===== config.mk =====
export PLATFORM = sky130hd
export DESIGN_NAME = websocket_frame_deframer
export DESIGN_NICKNAME = d
export VERILOG_FILES = /design/src/sv/wsdf_pkg.sv /design/src/sv/websocket_frame_deframer.sv
export SDC_FILE = /design/constraint.sdc
export NUM_CORES = 1
export LEC_CHECK = 0
export BUFFER_PORTS_ARGS = -buffer_cell sky130_fd_sc_hd__buf_2
export CORE_MARGIN = 1
export CORE_UTILIZATION = 40
export DETAILED_ROUTE_END_ITERATION = 7
export SYNTH_ARGS = -nofsm -noshare
export SYNTH_HDL_FRONTEND = slang
export SYNTH_SLANG_ARGS = --single-unit

===== constraint.sdc =====
create_clock -name clk -period 15.49 [get_ports clk]
set_input_delay 4.647 -clock clk [delete_from_list [all_inputs] [get_ports clk]]
set_output_delay 4.647 -clock clk [all_outputs]
set_load 0.01 [all_outputs]

===== src/sv/wsdf_pkg.sv =====
`timescale 1ns / 1ps
// Shared types and constants for the WebSocket frame deframer.
// Depends on nothing; imported by websocket_frame_deframer.
package wsdf_pkg;

  // Header parsing phases.
  typedef enum logic [2:0] {
    PH_HDR0    = 3'd0,
    PH_HDR1    = 3'd1,
    PH_EXT     = 3'd2,
    PH_MASK    = 3'd3,
    PH_PAYLOAD = 3'd4
  } phase_t;

  // Frame opcodes that the deframer recognises.
  localparam logic [3:0] OP_CONT   = 4'h0;
  localparam logic [3:0] OP_BINARY = 4'h2;
  localparam logic [3:0] OP_CLOSE  = 4'h8;
  localparam logic [3:0] OP_PING   = 4'h9;
  localparam logic [3:0] OP_PONG   = 4'hA;

  // Seven-bit length codes that announce an extended length.
  localparam logic [6:0] LEN_EXT16 = 7'd126;
  localparam logic [6:0] LEN_EXT64 = 7'd127;

  // Error codes reported in a result.
  localparam logic [3:0] ERR_NONE        = 4'd0;
  localparam logic [3:0] ERR_RSV         = 4'd1;
  localparam logic [3:0] ERR_CTRL_LONG   = 4'd2;
  localparam logic [3:0] ERR_CTRL_FRAG   = 4'd3;
  localparam logic [3:0] ERR_MSG_LONG    = 4'd4;
  localparam logic [3:0] ERR_ORPHAN      = 4'd5;
  localparam logic [3:0] ERR_EMPTY_FRAG  = 4'd6;
  localparam logic [3:0] ERR_BAD_OPCODE  = 4'd7;
  localparam logic [3:0] ERR_CLOSE       = 4'd8;
  localparam logic [3:0] ERR_UNKNOWN_CTL = 4'd9;

  // Configuration register indexes.
  localparam logic [0:0] REG_MAX_CONTROL = 1'b0;
  localparam logic [0:0] REG_MAX_MESSAGE = 1'b1;

  localparam logic [6:0]  MAX_CONTROL_RESET = 7'd125;
  localparam logic [15:0] MAX_MESSAGE_RESET = 16'd1024;

  // One result item.
  typedef struct packed {
    logic [3:0] error_code;
    logic       message_end;
    logic       frame_end;
    logic       kind;
    logic       has_byte;
    logic [7:0] out_byte;
  } result_t;

endpackage


===== src/sv/websocket_frame_deframer.sv =====
`timescale 1ns / 1ps
// Server-side WebSocket deframer: header parser, checks, unmasking and output skid.
// Depends on wsdf_pkg for phases, opcodes, error codes and the result type.
//
// The block takes one received byte per transfer on the slave stream and
// accepts a new byte in every cycle: each byte is parsed and unmasked in the
// cycle it is accepted, and its result (if any) lands in an output register
// backed by a one-entry skid register, so a stalled master side only blocks
// the input once both are full. Header bytes give no result; the byte that
// completes the header of a zero-length data or ping frame gives a marker with
// has_byte low and tlast high; each data or ping payload byte gives one result.
// Pong payload is consumed silently. A failed header check gives one result
// that carries only the error code, after which every byte is accepted and
// dropped until reset. Configuration is written through the cfg channel
// (always ready) and must only be changed while the block is idle.
module websocket_frame_deframer #(
  parameter int MESSAGE_COUNT_BITS = 16
) (
  input  logic        clk,
  input  logic        rst,
  // Slave stream: tdata = in_byte[7:0].
  input  logic        s_axis_tvalid,
  output logic        s_axis_tready,
  input  logic [7:0]  s_axis_tdata,
  // Master stream: tdata = out_byte[7:0], has_byte[8], message_end[9],
  // error_code[13:10], zero [15:14]; tuser = kind[0]; tlast = frame_end.
  output logic        m_axis_tvalid,
  input  logic        m_axis_tready,
  output logic [15:0] m_axis_tdata,
  output logic [0:0]  m_axis_tuser,
  output logic        m_axis_tlast,
  // Configuration write channel: index 0 max_control_len, 1 max_message_len.
  input  logic        cfg_valid,
  output logic        cfg_ready,
  input  logic [0:0]  cfg_index,
  input  logic [15:0] cfg_data
);
  import wsdf_pkg::*;

  localparam int MB = MESSAGE_COUNT_BITS;
  // Width of the message length comparison, one bit more than the wider operand.
  localparam int CW = ((MB > 16) ? MB : 16) + 1;
  localparam logic [MB-1:0] TOTAL_MAX = {MB{1'b1}};

  // Configuration registers.
  logic [6:0]  max_control_len;
  logic [15:0] max_message_len;

  // Parser state. frame_length keeps the low 16 bits of the length; len_big
  // records that a set bit was shifted beyond them, so the length is huge.
  phase_t          phase, phase_next;
  logic [2:0]      header_count, header_count_next;
  logic            fin_flag, fin_flag_next;
  logic [3:0]      frame_opcode, frame_opcode_next;
  logic [2:0]      rsv_bits, rsv_bits_next;
  logic            masked_flag, masked_flag_next;
  logic [15:0]     frame_length, frame_length_next;
  logic            len_big, len_big_next;
  logic [31:0]     mask_key, mask_key_next;
  logic [15:0]     payload_index, payload_index_next;
  logic [MB-1:0]   message_total, message_total_next;
  logic            error_latched, error_latched_next;

  // Output register and skid register.
  logic    out_valid, skid_valid;
  result_t out_res, skid_res;

  logic    s_accept, m_take;
  result_t res;
  logic    res_fire;

  // Scratch values of the parse step.
  logic [15:0]   len_lo_new;
  logic          len_big_new;
  logic          len_done, begin_pl;
  logic [3:0]    err_chk;
  logic          is_data;
  logic [7:0]    mask_byte;
  logic          last_byte;
  logic [CW-1:0] tot_cw, lim_cw, len_cw;

  assign s_axis_tready = !skid_valid;
  assign s_accept      = s_axis_tvalid && s_axis_tready;
  assign m_take        = out_valid && m_axis_tready;
  assign cfg_ready     = 1'b1;

  assign m_axis_tvalid = out_valid;
  assign m_axis_tdata  = {2'b00, out_res.error_code, out_res.message_end,
                          out_res.has_byte, out_res.out_byte};
  assign m_axis_tuser  = out_res.kind;
  assign m_axis_tlast  = out_res.frame_end;

  assign is_data = !frame_opcode[3];
  assign tot_cw  = CW'(message_total);
  assign lim_cw  = CW'(max_message_len);

  // Header checks on the completed length, in the order the protocol demands.
  always_comb begin
    len_cw  = CW'(len_lo_new);
    err_chk = ERR_NONE;
    if (rsv_bits != 3'd0) begin
      err_chk = ERR_RSV;
    end else if (frame_opcode[3]) begin
      if (len_big_new || (len_lo_new > {9'd0, max_control_len})) begin
        err_chk = ERR_CTRL_LONG;
      end else if (!fin_flag) begin
        err_chk = ERR_CTRL_FRAG;
      end else if (frame_opcode == OP_CLOSE) begin
        err_chk = ERR_CLOSE;
      end else if (frame_opcode != OP_PING && frame_opcode != OP_PONG) begin
        err_chk = ERR_UNKNOWN_CTL;
      end
    end else if (frame_opcode == OP_BINARY || frame_opcode == OP_CONT) begin
      if (tot_cw > lim_cw) begin
        err_chk = ERR_MSG_LONG;
      end else if (len_big_new || (len_cw > (lim_cw - tot_cw))) begin
        err_chk = ERR_MSG_LONG;
      end else if (frame_opcode == OP_CONT && message_total == '0) begin
        err_chk = ERR_ORPHAN;
      end else if (len_lo_new == 16'd0 && !len_big_new && !fin_flag) begin
        err_chk = ERR_EMPTY_FRAG;
      end
    end else begin
      err_chk = ERR_BAD_OPCODE;
    end
  end

  // Mask byte for the current payload position, taken in received order.
  always_comb begin
    case (payload_index[1:0])
      2'd0:    mask_byte = mask_key[31:24];
      2'd1:    mask_byte = mask_key[23:16];
      2'd2:    mask_byte = mask_key[15:8];
      default: mask_byte = mask_key[7:0];
    endcase
  end

  assign last_byte = ({1'b0, payload_index} + 17'd1) >= {1'b0, frame_length};

  // Next state and result of one accepted byte.
  always_comb begin
    phase_next         = phase;
    header_count_next  = header_count;
    fin_flag_next      = fin_flag;
    frame_opcode_next  = frame_opcode;
    rsv_bits_next      = rsv_bits;
    masked_flag_next   = masked_flag;
    frame_length_next  = frame_length;
    len_big_next       = len_big;
    mask_key_next      = mask_key;
    payload_index_next = payload_index;
    message_total_next = message_total;
    error_latched_next = error_latched;
    len_lo_new         = frame_length;
    len_big_new        = len_big;
    len_done           = 1'b0;
    begin_pl           = 1'b0;
    res                = '0;
    res_fire           = 1'b0;

    if (s_accept && !error_latched) begin
      unique case (phase)
        PH_HDR0: begin
          fin_flag_next     = s_axis_tdata[7];
          rsv_bits_next     = s_axis_tdata[6:4];
          frame_opcode_next = s_axis_tdata[3:0];
          phase_next        = PH_HDR1;
        end
        PH_HDR1: begin
          masked_flag_next = s_axis_tdata[7];
          if (s_axis_tdata[6:0] == LEN_EXT16 || s_axis_tdata[6:0] == LEN_EXT64) begin
            frame_length_next = 16'd0;
            len_big_next      = 1'b0;
            header_count_next = (s_axis_tdata[6:0] == LEN_EXT16) ? 3'd1 : 3'd7;
            phase_next        = PH_EXT;
          end else begin
            len_lo_new  = {9'd0, s_axis_tdata[6:0]};
            len_big_new = 1'b0;
            len_done    = 1'b1;
          end
        end
        PH_EXT: begin
          len_big_new = len_big || (frame_length[15:8] != 8'd0);
          len_lo_new  = {frame_length[7:0], s_axis_tdata};
          if (header_count == 3'd0) begin
            len_done = 1'b1;
          end else begin
            frame_length_next = len_lo_new;
            len_big_next      = len_big_new;
            header_count_next = header_count - 3'd1;
          end
        end
        PH_MASK: begin
          mask_key_next = {mask_key[23:0], s_axis_tdata};
          if (header_count == 3'd0) begin
            begin_pl = 1'b1;
          end else begin
            header_count_next = header_count - 3'd1;
          end
        end
        PH_PAYLOAD: begin
          payload_index_next = payload_index + 16'd1;
          if (is_data && message_total != TOTAL_MAX) begin
            message_total_next = message_total + MB'(1);
          end
          if (last_byte) begin
            if (is_data && fin_flag) begin
              message_total_next = '0;
            end
            phase_next        = PH_HDR0;
            header_count_next = 3'd0;
          end
          if (frame_opcode != OP_PONG) begin
            res_fire        = 1'b1;
            res.out_byte    = s_axis_tdata ^ mask_byte;
            res.has_byte    = 1'b1;
            res.kind        = !is_data;
            res.frame_end   = last_byte;
            res.message_end = last_byte && is_data && fin_flag;
          end
        end
        default: begin
          phase_next        = PH_HDR0;
          header_count_next = 3'd0;
        end
      endcase

      // Length complete: run the header checks.
      if (len_done) begin
        frame_length_next = len_lo_new;
        len_big_next      = len_big_new;
        mask_key_next     = 32'd0;
        if (err_chk != ERR_NONE) begin
          error_latched_next = 1'b1;
          res_fire           = 1'b1;
          res.error_code     = err_chk;
        end else if (masked_flag_next) begin
          phase_next        = PH_MASK;
          header_count_next = 3'd3;
        end else begin
          begin_pl = 1'b1;
        end
      end

      // Header complete: enter the payload, or close a zero-length frame.
      if (begin_pl) begin
        if (len_lo_new != 16'd0) begin
          phase_next         = PH_PAYLOAD;
          payload_index_next = 16'd0;
        end else begin
          if (is_data && fin_flag) begin
            message_total_next = '0;
          end
          phase_next        = PH_HDR0;
          header_count_next = 3'd0;
          if (frame_opcode != OP_PONG) begin
            res_fire        = 1'b1;
            res.kind        = !is_data;
            res.frame_end   = 1'b1;
            res.message_end = is_data && fin_flag;
          end
        end
      end
    end
  end

  // Control state.
  always_ff @(posedge clk) begin
    if (rst) begin
      phase           <= PH_HDR0;
      header_count    <= 3'd0;
      fin_flag        <= 1'b0;
      frame_opcode    <= 4'd0;
      rsv_bits        <= 3'd0;
      masked_flag     <= 1'b0;
      frame_length    <= 16'd0;
      len_big         <= 1'b0;
      mask_key        <= 32'd0;
      payload_index   <= 16'd0;
      message_total   <= '0;
      error_latched   <= 1'b0;
      max_control_len <= MAX_CONTROL_RESET;
      max_message_len <= MAX_MESSAGE_RESET;
      out_valid       <= 1'b0;
      skid_valid      <= 1'b0;
    end else begin
      phase         <= phase_next;
      header_count  <= header_count_next;
      fin_flag      <= fin_flag_next;
      frame_opcode  <= frame_opcode_next;
      rsv_bits      <= rsv_bits_next;
      masked_flag   <= masked_flag_next;
      frame_length  <= frame_length_next;
      len_big       <= len_big_next;
      mask_key      <= mask_key_next;
      payload_index <= payload_index_next;
      message_total <= message_total_next;
      error_latched <= error_latched_next;

      if (cfg_valid && cfg_ready) begin
        unique case (cfg_index)
          REG_MAX_CONTROL: max_control_len <= cfg_data[6:0];
          REG_MAX_MESSAGE: max_message_len <= cfg_data;
          default:         max_message_len <= max_message_len;
        endcase
      end

      // The input is stalled while the skid register is full, so no new
      // result can arrive then.
      if (skid_valid) begin
        if (m_take) begin
          skid_valid <= 1'b0;
        end
      end else if (res_fire) begin
        if (out_valid && !m_take) begin
          skid_valid <= 1'b1;
        end else begin
          out_valid <= 1'b1;
        end
      end else if (m_take) begin
        out_valid <= 1'b0;
      end
    end
  end

  // Result payload registers.
  always_ff @(posedge clk) begin
    if (skid_valid) begin
      if (m_take) begin
        out_res <= skid_res;
      end
    end else if (res_fire) begin
      if (out_valid && !m_take) begin
        skid_res <= res;
      end else begin
        out_res <= res;
      end
    end
  end

  // The skid register only fills behind a full output register.
  a_skid_behind_out: assert property (@(posedge clk) disable iff (rst)
    skid_valid |-> out_valid)
    else $error("skid register full while output register empty");

  // Once latched, the error stays until reset.
  a_error_sticky: assert property (@(posedge clk) disable iff (rst)
    error_latched |=> error_latched)
    else $error("error latch cleared without reset");

  // An error result never carries a payload byte.
  a_error_no_byte: assert property (@(posedge clk) disable iff (rst)
    (out_valid && out_res.error_code != ERR_NONE) |-> !out_res.has_byte)
    else $error("error result carries a payload byte");

  // A frame only enters its payload with a length that passed the checks.
  a_payload_len: assert property (@(posedge clk) disable iff (rst)
    (phase == PH_PAYLOAD) |-> (!len_big && frame_length != 16'd0))
    else $error("payload phase with an unchecked length");

  // After the error latches, accepted bytes add no further results.
  a_error_silent: assert property (@(posedge clk) disable iff (rst)
    (error_latched && !skid_valid && !out_valid) |=> !out_valid)
    else $error("result produced after the error latched");

endmodule

==> results.sh <==
export IMPL_arrival_ns=9.58
export IMPL_start_util_pct=41.3
export IMPL_postSynthAreaPerCell_sq_um=8.20
export IMPL_final_max_slew_violation_count=0
export IMPL_whs_ns=0.457
export IMPL_drt_pass1_iterations=5
export IMPL_whs_path_depth=2
export IMPL_fmax_mhz=106
export IMPL_worst_slew_margin_rel_pct=14.6
export IMPL_placed_cell_area_sq_um=9570
export IMPL_fp_dieW_um=153
export IMPL_clkTransAtPathRegs_ns=0.07
export IMPL_design_area_sq_um=10200
export IMPL_p_per_area_nw_per_um2=101
export IMPL_instances_no_fill=1427
export IMPL_max_stage_delay_ns=0.57
export IMPL_port_buffer_count=47
export IMPL_wirelength_mm=23.7
export IMPL_dp_hpwl_mm=17.3
export IMPL_finalSetupViolations=0
export IMPL_first_global_vias=7249
export IMPL_postSynth_asyncResetShare_pct=0
export IMPL_outcome="complete, no violations"
export IMPL_crit_type="input pin to flop"
export IMPL_grt_usage_pct=20.7
export IMPL_worst_path_max_fanout=25
export IMPL_fillers=2208
export IMPL_clock_skew_ns=0.00938
export IMPL_ys_seq_area_share_pct=37.2
export IMPL_post_route_drc_count=0
export IMPL_synth_edf_count=32
export IMPL_areaGrowthSynthToFinish_pct=10.9
export IMPL_ant_nets=0
export IMPL_mostFrequentLayoutCells="149 x nand2_1, 122 x dfxtp_1, 109 x nor2_1"
export IMPL_wl_per_cell_um=16.6
export IMPL_min_delay_worst_endpoint="max_control_len[1]"
export IMPL_clk_latency_ns=0.43
export IMPL_path_cells="buf_2, or4b_4, or2_1, nor2_2, nand2_1, a21boi_0, ha_1, nand3_1, a2111oi_0, a2111oi_0, a21oi_1, o21ai_0, a31oi_1, a21boi_0, a31oi_1, a211oi_1, nor2b_1, buf_4"
export IMPL_syn_area_sq_um=9160
export IMPL_dp_worst_setup_slack_ns=5.65
export IMPL_post_cts_setup_buffers=0
export IMPL_r2r_cells=17
export IMPL_clock_path_buffers=2
export IMPL_synth_seq_cells=154
export IMPL_hold_viol_final=0
export IMPL_antenna_found_initial=0
export IMPL_grt_max_degree=72
export IMPL_postCtsHoldBufs=0
export IMPL_layout_nets=1225
export IMPL_holdCritPathClass="flop to flop"
export IMPL_worst_pin_slew_ns=1.25
export IMPL_finalPower_mw=1.03
export IMPL_netlist_instances=1117
export IMPL_cp_end_kind="flop"
export IMPL_layout_drive_gt1_share_pct=10.3
export IMPL_drt_iter0_drc=468
export IMPL_viasPerCell=5.49
export IMPL_yosysUniqueCellTypes=76
export IMPL_core_sq_um=22200
export IMPL_cts_htree_levels=4
export IMPL_cts_buffers=17
export IMPL_rows=54
export IMPL_gr_total_overflow=0
export IMPL_die_h_um=153
export IMPL_rsz0062_at_grt="no"
export IMPL_dpl_cell_count=1395
export IMPL_root_buffer="clkbuf_16"
export IMPL_r2r_slack_ns=9.67
export IMPL_maxCapViolCount=0
export IMPL_clock_sinks=154
export IMPL_grt_pass1_wl_mm=38.7
export IMPL_crit_required_ns=15.62
export IMPL_p_leak_nw=4.02
export IMPL_post_route_period_util_pct=61.0
export IMPL_final_setup_worst_slack_ns=6.05
export IMPL_die_area_sq_um=23500
export IMPL_cts_tree="yes"
export IMPL_hold_path_startpoint="max_control_len[1]"
export IMPL_ys_flop_type="dfxtp_1"
export IMPL_diodes=0
export IMPL_fin_tns_setup_ns=0
export IMPL_regToRegEndpoint="skid_res[1]"
export IMPL_pin_count=51
export IMPL_layout_commonest_cell="nand2_1"
export IMPL_max_vdd_ir_drop_mv=0.0740
export IMPL_finalWeightedCongestion=0.931
export IMPL_r2r_start="skid_valid"
export IMPL_period_needed_ns=9.44
export IMPL_worstSetupStartpointType="input pin"
export IMPL_via_count=7838
export IMPL_yosys_warnings=0
export IMPL_fin_util_pct=45.8
export IMPL_slowest_stage="or2_1"
export IMPL_ctsResizeCount=0
[flip-flops by register name, summed over array words and instances (netlist names), 3 cells and up, named ones only]
| register | flops |
|---|---|
| mask_key | 32 |
| phase | 3 |
| frame_opcode | 4 |
| m_axis_tdata | 14 |
| header_count | 3 |
| frame_length | 15 |
| message_total | 16 |
| payload_index | 16 |
| rsv_bits | 3 |
| max_message_len | 16 |
| max_control_len | 7 |
| skid_res | 16 |
[power by group]
part	total (mW)	switching, mW	internal (mW)
Clock	0.410	0.195	0.215
Sequential	0.435	0.0122	0.423
Combinational	0.181	0.114	0.0673
[cell type report]
class,instances,area (sq um),area share [%]
Clock buffer,17,425,4.19
Clock inverter,15,156,1.54
Inverter,64,240,2.37
Multi-Input combinational cell,841,5280,51.9
Sequential cell,154,3400,33.5
Tap cell,280,350,3.45
Timing Repair Buffer,56,305,3.01
[worst max-delay path, delay by kind of cell]
kind	cells	cell delay [ns]
buffers and inverters	2	0.38
AND/OR/NAND/NOR	6	2.18
AO/OA/AOI/OAI	9	2.02
adder cells (fa/ha/maj)	1	0.34
[routing by layer]
| metal | global-route usage [%] | share of wire, % | wire length, um |
|---|---|---|---|
| met5 | 0 | 0 | 0 |
| met4 | 5.34 | 1.0 | 246 |
| met3 | 3.15 | 3.7 | 886 |
| met2 | 35.2 | 49 | 11600 |
| met1 | 27.2 | 46 | 11000 |
[synth_stat cells, types with 3 or more instances]
cell / instances / area, sq um
nand4_1: 10 / 62.6
o21ai_0: 47 / 235
nor2b_1: 10 / 62.6
o211ai_1: 5 / 37.5
nor2_1: 109 / 409
a22oi_1: 12 / 90.1
a21o_1: 23 / 173
edfxtp_1: 32 / 961
inv_1: 63 / 236
dfxtp_1: 122 / 2440
o21bai_1: 3 / 22.5
a2111oi_0: 5 / 43.8
o31a_1: 5 / 43.8
o32ai_1: 4 / 35.0
nand2b_1: 6 / 37.5
xor2_1: 26 / 228
clkbuf_1: 48 / 180
ha_1: 60 / 751
o21a_1: 7 / 52.6
buf_4: 3 / 22.5
and2_1: 5 / 31.3
a211o_1: 7 / 61.3
and3_1: 11 / 68.8
a211oi_1: 7 / 52.6
xnor2_1: 41 / 359
or3_1: 7 / 43.8
and4_1: 4 / 35.0
a21oi_1: 94 / 470
buf_1: 3 / 11.3
a222oi_1: 8 / 80.1
nor3_1: 25 / 125
or2_2: 4 / 25.0
nor4_1: 13 / 81.3
a311oi_1: 3 / 26.3
nand2_1: 149 / 559
nand3b_1: 5 / 37.5
buf_2: 3 / 15.0
nand3_1: 61 / 305
mux2i_1: 11 / 110
nor3_2: 10 / 100
a21boi_0: 3 / 22.5
[kinds of logic (layout without fill, tap and decap cells)]
family,Yosys count,after routing,share of synthesized area [%]
AO/OA/AOI/OAI,257,257,18.2
XOR/XNOR,67,67,6.41
adder cells (fa/ha/maj),62,62,8.54
buffers and inverters,123,152,5.37
flip-flops,154,154,37.2
multiplexers,11,11,1.20
other,2,3,0.0820
AND/OR/NAND/NOR,441,441,23.0
[worst max path at each step]
stage | startpoint | depth (start not counted) | end
after floorplan | s_axis_tvalid | 18 | m_axis_tdata[0]
after global placement | s_axis_tvalid | 18 | skid_res[4]
after detailed placement | s_axis_tvalid | 18 | skid_res[4]
after CTS | s_axis_tvalid | 18 | skid_res[1]
after global routing | s_axis_tvalid | 18 | skid_res[15]
final | s_axis_tvalid | 18 | skid_res[1]
No activity file was read; power rests on OpenSTA's default activity.
